`src/hdl/fba_pkg.sv`:
```
`timescale 1ns / 1ps
`default_nettype none

package fba_pkg;

	localparam int unsigned FRAME_W = 12;
	localparam int unsigned COUNT_W = 13;
	localparam int unsigned STATUS_W = 2;

	localparam logic OP_ALLOC = 1'b0;
	localparam logic OP_FREE  = 1'b1;

	localparam logic [STATUS_W-1:0] STATUS_DONE = 2'd0;
	localparam logic [STATUS_W-1:0] STATUS_SKIP = 2'd1;
	localparam logic [STATUS_W-1:0] STATUS_FULL = 2'd2;

	localparam logic [COUNT_W-1:0] FRAME_COUNT_RESET = 13'd4096;

	typedef struct packed {
		logic               operation;
		logic [FRAME_W-1:0] current_frame;
		logic               kernel_only;
		logic               write_access;
	} req_t;

	typedef struct packed {
		logic [FRAME_W-1:0]  frame;
		logic                present;
		logic                writable;
		logic                user_mode;
		logic [STATUS_W-1:0] status;
	} rsp_t;

	typedef enum logic [1:0] {
		MEM_IDLE,
		MEM_CLEAR,
		MEM_SET,
		MEM_RESET_BIT
	} mem_op_t;

	typedef enum logic [1:0] {
		RES_SKIP,
		RES_FREED,
		RES_ALLOC,
		RES_FULL
	} res_kind_t;

	typedef struct packed {
		logic      load_req;
		logic      scan_start;
		logic      scan_run;
		logic      free_rd;
		mem_op_t   mem_op;
		logic      res_load;
		res_kind_t res_kind;
		logic      out_load;
	} cmd_t;

	typedef struct packed {
		logic req_op;
		logic req_cur_zero;
		logic free_oor;
		logic scan_hit;
		logic scan_fail;
		logic clr_last;
		logic out_free;
	} stat_t;

endpackage

`default_nettype wire

```
`src/hdl/fba_ctrl.sv`:
```
`timescale 1ns / 1ps
`default_nettype none

module fba_ctrl (
	input  wire logic          clk,
	input  wire logic          arst_n,
	input  wire logic          req_valid,
	output logic               req_stall,
	input  wire fba_pkg::stat_t stat,
	output fba_pkg::cmd_t      cmd
);

	import fba_pkg::*;

	typedef enum logic [2:0] {
		ST_CLEAR,
		ST_IDLE,
		ST_DECODE,
		ST_SCAN,
		ST_FREE_RD,
		ST_FREE_WR,
		ST_PUSH
	} state_t;

	state_t state_q;
	state_t state_d;

	always_comb begin
		cmd = '0;
		cmd.mem_op = MEM_IDLE;
		cmd.res_kind = RES_SKIP;
		state_d = state_q;
		unique case (state_q)
			ST_CLEAR: begin
				cmd.mem_op = MEM_CLEAR;
				if (stat.clr_last) begin
					state_d = ST_IDLE;
				end
			end
			ST_IDLE: begin
				if (req_valid) begin
					cmd.load_req = 1'b1;
					state_d = ST_DECODE;
				end
			end
			ST_DECODE: begin
				priority if ((stat.req_op == OP_ALLOC) != stat.req_cur_zero) begin
					cmd.res_load = 1'b1;
					cmd.res_kind = RES_SKIP;
					state_d = ST_PUSH;
				end else if (stat.req_op == OP_FREE) begin
					state_d = ST_FREE_RD;
				end else begin
					cmd.scan_start = 1'b1;
					state_d = ST_SCAN;
				end
			end
			ST_FREE_RD: begin
				if (stat.free_oor) begin
					cmd.res_load = 1'b1;
					cmd.res_kind = RES_FREED;
					state_d = ST_PUSH;
				end else begin
					cmd.free_rd = 1'b1;
					state_d = ST_FREE_WR;
				end
			end
			ST_FREE_WR: begin
				cmd.mem_op = MEM_RESET_BIT;
				cmd.res_load = 1'b1;
				cmd.res_kind = RES_FREED;
				state_d = ST_PUSH;
			end
			ST_SCAN: begin
				cmd.scan_run = 1'b1;
				priority if (stat.scan_hit) begin
					cmd.mem_op = MEM_SET;
					cmd.res_load = 1'b1;
					cmd.res_kind = RES_ALLOC;
					state_d = ST_PUSH;
				end else if (stat.scan_fail) begin
					cmd.res_load = 1'b1;
					cmd.res_kind = RES_FULL;
					state_d = ST_PUSH;
				end
			end
			ST_PUSH: begin
				if (stat.out_free) begin
					cmd.out_load = 1'b1;
					state_d = ST_IDLE;
				end
			end
			default: begin
				state_d = ST_IDLE;
			end
		endcase
	end

	always_ff @(posedge clk or negedge arst_n) begin
		if (!arst_n) begin
			state_q <= ST_CLEAR;
			req_stall <= 1'b1;
		end else begin
			state_q <= state_d;
			req_stall <= (state_d != ST_IDLE);
		end
	end

`ifndef SYNTH
	a_accept_only_idle: assert property (@(posedge clk) disable iff (!arst_n)
		cmd.load_req |-> (state_q == ST_IDLE) && !req_stall)
		else $error("request loaded outside idle");

	a_scan_one_outcome: assert property (@(posedge clk) disable iff (!arst_n)
		(state_q == ST_SCAN) |-> !(stat.scan_hit && stat.scan_fail))
		else $error("scan hit and fail together");
`endif

endmodule

`default_nettype wire

```
`config.mk`:
```
export PLATFORM = sky130hd
export DESIGN_NAME = fba_ctrl
export DESIGN_NICKNAME = d
export VERILOG_FILES = /design/src/hdl/fba_pkg.sv /design/src/hdl/fba_ctrl.sv
export SDC_FILE = /design/constraint.sdc
export NUM_CORES = 1
export LEC_CHECK = 0
export BUFFER_PORTS_ARGS = -buffer_cell sky130_fd_sc_hd__buf_2
export CAP_MARGIN = 5
export CORE_MARGIN = 3
export CORE_UTILIZATION = 25
export CTS_BUF_LIST = sky130_fd_sc_hd__clkbuf_4 sky130_fd_sc_hd__clkbuf_8
export DETAILED_ROUTE_END_ITERATION = 8
export GPL_TIMING_DRIVEN = 0
export MAX_ROUTING_LAYER = met4
export PLACE_DENSITY = 0.5
export SLEW_MARGIN = 10
export SYNTH_ARGS = -nofsm -noshare
export SYNTH_HDL_FRONTEND = slang
export SYNTH_SLANG_ARGS = --single-unit
export TNS_END_PERCENT = 10
```
`constraint.sdc`:
```
create_clock -name clk -period 2.9 [get_ports clk]
set_clock_uncertainty 0.15 [all_clocks]
set_input_delay 0.29 -clock clk [delete_from_list [all_inputs] [get_ports clk]]
set_output_delay 0.29 -clock clk [all_outputs]
set_load 0.1 [all_outputs]
```
==> reports/results.txt, run 1 <==
CP max stage cell - buf_2
DIE HEIGHT - 47.56 µm
Vias/cell - 4.427
Initial Util - 0.2769
Crit-path leading delay family - buffers and inverters
Netlist Area Pre-Place - 431.7 µm²
Crit path capture type - primary output
Number of primary I/O pins - 21
Post-layout util - 0.3796
DR DRC count - 0
Avg Synthesized Cell Area - 7.848 µm²
CTS tree - built
Top-area cell type share of the netlist area - 0.1739
Final Slew Violations - 0
FF+latch area - 101.3 µm²
Top cells by count, synth - o21ai_1 (6), inv_1 (5), nand2_1 (4), nor2_1 (4), nor3_1 (4)
First-pass GRT wire length - 1649 µm
Reg2Reg Setup Slack - 1.38 ns
Clk slew on worst S/H paths - 0.05 ns
Initial antenna violation count - 0
GRT overflow - 0
Setup violators final - 0
Fin nets - 94
RSZ-0062 raised after global routing - no
Final Hold Viols - 0
Top_reg_cell synth - dfrtp_1
Final worst setup slack - 0.7643 ns
Top cell type by total area after synthesis - dfrtp_1
Final cell count without fillers - 96
Initial drt markers - 12
Dpl ws - 1.021 ns
Final period util - 0.7364
Min-delay src - stat[4]
Vias in the first global route - 381
Die span in x - 47.56 µm
Worst setup SP type - flop
Clock sinks - 4
Antenna viol nets, final - 0
Routed WL per cell - 10.60 µm
Post-DP HPWL - 785.9 µm
Total CTS buffers - 3
Post-synthesis sequential area ratio - 0.2348
Worst EP arrival - 1.70 ns
Port Buffers - 20
GRT Resource Usage Total - 0.1060
Maximum number of pins on one net before global-route repair - 11
Drt pass-1 iters - 4
CP max stage delay - 0.43 ns
Area contributors post-synth - dfrtp_1 (17%), ha_1 (8.7%), o21ai_1 (7.0%), dfstp_2 (6.1%), o21bai_1 (5.2%)
Cells after Synth - 55
Dominant cell by count in the synthesized netlist - o21ai_1
WHS Path Cells - 3
Rel. slew slack - 0.6772
Final design area excluding fillers - 591.8 µm²
DIE AREA - 2261 µm²
Worst-path fanout max - 10
Core ar. - 1559 µm²
Netlist cell types - 26
Root buf cell - clkbuf_4
Max-cap viol count - 0
Layout overhead on the synthesized area - 37.10%
Tightest Hold Check Type - input pin to flop
Hold Path End - state_q[1]
Yosys warns - 0
Clk_lat worst skew - 0.24 ns
FFs w/ async S/R, synth - 1.000
Placed cell count - 91
Worst EP required - 2.46 ns
Critical path class - flop to primary output
Worst R2R Path Depth - 4
Multi-input logic area - 280.3 µm²
Final min period - 2.136 ns
Post-synth net total - 68
Clock buffer depth - 2
Number of diodes - 0
Worst r2r src - state_q[0]
Measured slew at the worst slew-check pin - 0.4876 ns
Number of synthesized flops with an enable pin - 0
Layout cell share with drive strength beyond 1 - 0.4125
Buf/Inv on CP - 2
Worst R2R End - req_stall
Placed cell areas - 551.8 µm²
Gpl congestion - 0.6991
Worst-path cell chain - buf_6 -> nand2_2 -> or2_1 -> o21ai_1 -> buf_2
Final WL - 1018 µm
Status - finished clean
Row cnt - 14
Synthesized flop and latch total - 4
CTS HTree Levels - 1
Postcts setup bufs - 0
Fmax - 468.2 MHz
FILL cells - 173
Vias - 425
[routing by layer]
metal,track usage,wire length [µm],vias up
li1,-,-,230
met1,0.1451,501,177
met2,0.1551,429,18
met3,0.02256,87,0
met4,0.03226,0,0
met5,-,0,-
[cell usage in the layout (no fill, tap or decap)]
master / instances
mux2_2: 1
ha_1: 3
and2_1: 3
dlygate4sd3_1: 1
and2b_4: 1
nand2b_1: 2
a21oi_1: 2
o21bai_1: 3
inv_1: 5
buf_2: 21
nand2_1: 4
nand2_2: 1
buf_8: 1
o21ai_0: 2
o211ai_2: 1
a21o_1: 1
or3b_1: 1
or2_0: 1
o21ai_1: 6
nor2b_1: 1
buf_6: 1
or2_1: 1
dfstp_2: 1
clkbuf_4: 4
nand2b_4: 1
nor3_1: 4
nor2_1: 4
dfrtp_1: 3
[worst max path at each step]
stage / startpoint / endpoint / slack (ns) / depth (start not counted)
CTS: state_q[0] / cmd[1] / 0.75 / 5
global route: state_q[2] / cmd[5] / 0.66 / 5
finish: state_q[0] / cmd[1] / 0.76 / 5
floorplan: state_q[2] / cmd[4] / -0.25 / 3
detailed placement: state_q[0] / cmd[1] / 1.02 / 5
global placement: state_q[0] / cmd[1] / 1.01 / 5
[flip-flops by register name, summed over array words and instances (netlist names)]
name       flops
state_q        3
req_stall      1
[per-stage QoR]
stage,hold slack (ns),setup TNS (ns)
detailed placement,-0.04972,0
global route,0.2343,0
floorplan,-0.1556,-0.6375
finish,0.2140,0
CTS,0.2151,0
global placement,-0.05430,0
[final cells by class]
type                            count  share of cell area
Clock buffer                        4             0.05074
Tap cell                           16             0.03383
Timing Repair Buffer               21              0.1860
Sequential cell                     4              0.1712
Multi-Input combinational cell     43              0.4736
Buffer                              3             0.05285
Inverter                            5             0.03171
[worst register-to-register path: stages, from the launching register on]
cell	delay (ns)
dfrtp_1	0.43
nand2b_4	0.16
a21o_1	0.18
o211ai_2	0.15
or3b_1	0.36
[cells by family after synthesis]
kind of cell / synth area share
and+or+nand+nor: 0.3218
adders and majority gates: 0.08697
buffers and inverters: 0.1159
muxes: 0.02609
DFF: 0.2348
AOI/OAI and AO/OA: 0.2145
[repair_timing]
item | in CTS | in global routing
hold buffers | 1 | 0
hold endpoints to repair | 4 | 0
resized for setup | 0 | 0
Power of run 1 is left out: the tool's default activity adds up to more than one toggle a clock period on the data nets, which glitch-free logic cannot reach.
==> inputs of run 2 (changes only) <==
Settings changed: PLACE_DENSITY 0.5 to 0.51.
Clock period 2.9 ns to 1.75 ns, I/O delays scaled along.
==> reports/results.txt, run 2 (synthesis results as in run 1) <==
Status - finished, violations left
Failing checks - negative setup slack
Buf/Inv on CP - 2
Worst EP required - 1.42 ns
Core ar. - 1559 µm²
Number of diodes - 0
Clk_lat worst skew - 0.24 ns
GRT Resource Usage Total - 0.1229
Clk slew on worst S/H paths - 0.04 ns
Number of primary I/O pins - 21
Reg2Reg Setup Slack - 0.11 ns
Top reg by flops - state_q
GRT overflow - 0
CTS tree - built
Row cnt - 14
Worst-path cell chain - buf_8 -> nand2_2 -> or2_4 -> o21ai_4 -> buf_12
Worst-path fanout max - 10
CP max stage delay - 0.39 ns
Clock sinks - 4
Top flop regs - state_q: 3 flops, req_stall: 1 flops
Fmax - 561.0 MHz
Layout overhead on the synthesized area - 91.59%
Root buf cell - clkbuf_4
Vias - 494
Most common cell after layout, fill and taps aside - buf_2
Clock buffer depth - 2
Tightest Hold Check Type - input pin to asynchronous set/reset pin
Initial Util - 0.2769
Antenna viol nets, final - 0
Initial drt markers - 6
Setup violators final - 2
Final worst setup slack - -0.03249 ns
Final min period - 1.782 ns
Initial antenna violation count - 0
DR DRC count - 0
Gpl congestion - 0.7089
Maximum number of pins on one net before global-route repair - 11
DIE HEIGHT - 47.56 µm
Die span in x - 47.56 µm
Measured slew at the worst slew-check pin - 0.4821 ns
Final design area excluding fillers - 827.0 µm²
Most frequent cells in the layout - buf_2 (10), buf_12 (7), clkbuf_4 (5)
Worst R2R End - req_stall
Final Hold Viols - 0
Total CTS buffers - 3
Vias/cell - 4.990
Largest register FFs - 3
Worst r2r src - state_q[0]
RSZ-0062 raised after global routing - yes
Routed WL per cell - 12.15 µm
Crit path capture type - primary output
Final Slew Violations - 0
Worst setup SP type - flop
FILL cells - 149
Final period util - 1.019
Layout cell share with drive strength beyond 1 - 0.6024
Post-DP HPWL - 855.3 µm
Worst R2R Path Depth - 5
Fin nets - 97
Max-cap viol count - 0
Final WL - 1203 µm
CP max stage cell - dfrtp_2
Worst EP arrival - 1.46 ns
Drt pass-1 iters - 4
CTS HTree Levels - 1
Vias in the first global route - 442
CP Launch Point - state_q[0]
DIE AREA - 2261 µm²
Rel. slew slack - 0.6808
Placed cell areas - 598.1 µm²
Critical path class - flop to primary output
First-pass GRT wire length - 1904 µm
Crit-path leading delay family - flip-flops
Port Buffers - 20
-- run 2: cell count changes in the layout (fill, tap and decap cells not counted), sizes merged --
| cell | previous run | this run |
|---|---|---|
| buf | 23 | 25 |
| clkbuf | 4 | 5 |
-- run 2: stage by stage --
stage            util  setup WS [ns]  hold slack (ns)  instances  setup TNS [ns]
2_1_floorplan       -        -0.2628          -0.2706         55          -1.024
4_1_cts        0.4687        -0.1202          0.09889         96         -0.4070
6_report       0.5305       -0.03249           0.1131         99        -0.03453
3_3_place_gp   0.3836       -0.07629          -0.1689         91         -0.2160
5_1_grt        0.5305       -0.08142           0.1275         99         -0.2710
3_5_place_dp   0.3836       -0.06632          -0.1652         91         -0.1848
-- run 2: worst reg2reg max path, delay by kind of cell, from the launching register on --
family | cells | cell delay [ns]
AOI/OAI and AO/OA | 2 | 0.35
buffers and inverters | 1 | 0.14
DFF | 1 | 0.42
and+or+nand+nor | 2 | 0.49
-- run 2: routing by layer --
layer  share of wire  GRT usage  up-vias
met5               0          -        -
met4           0.014    0.04839        0
met3           0.065    0.03008        2
met2            0.51     0.1872       21
met1            0.41     0.1558      229
li1                -          -      242
-- run 2: how the worst max path moves through the flow --
stage                  end  slack, ns  cells after the start
floorplan           cmd[1]      -0.26                      4
CTS                 cmd[5]      -0.12                      5
global route        cmd[1]      -0.08                      5
finish              cmd[1]      -0.03                      5
global placement    cmd[1]      -0.08                      5
detailed placement  cmd[1]      -0.07                      5
-- run 2: timing repair --
item / 4_1_cts / 5_1_grt
gates resized for setup: 28 / 18
endpoints found under the setup margin: 10 / 10
buffers inserted: 0 / 3
hold buffers: 1 / 0
hold endpoints to repair: 4 / 0
pin swaps: 2 / 1
-- run 2: final cells by class --
cell class / count / area, µm² / share of cell area
buffer: 3 / 37.54 / 0.04539
sequential: 4 / 102.6 / 0.1241
timing repair buffer: 24 / 252.7 / 0.3056
inverter: 5 / 18.77 / 0.02269
tap: 16 / 20.02 / 0.02421
clock buffer: 4 / 30.03 / 0.03631
multi-input combinational: 43 / 365.4 / 0.4418
Power of run 2 is left out for the same reason.
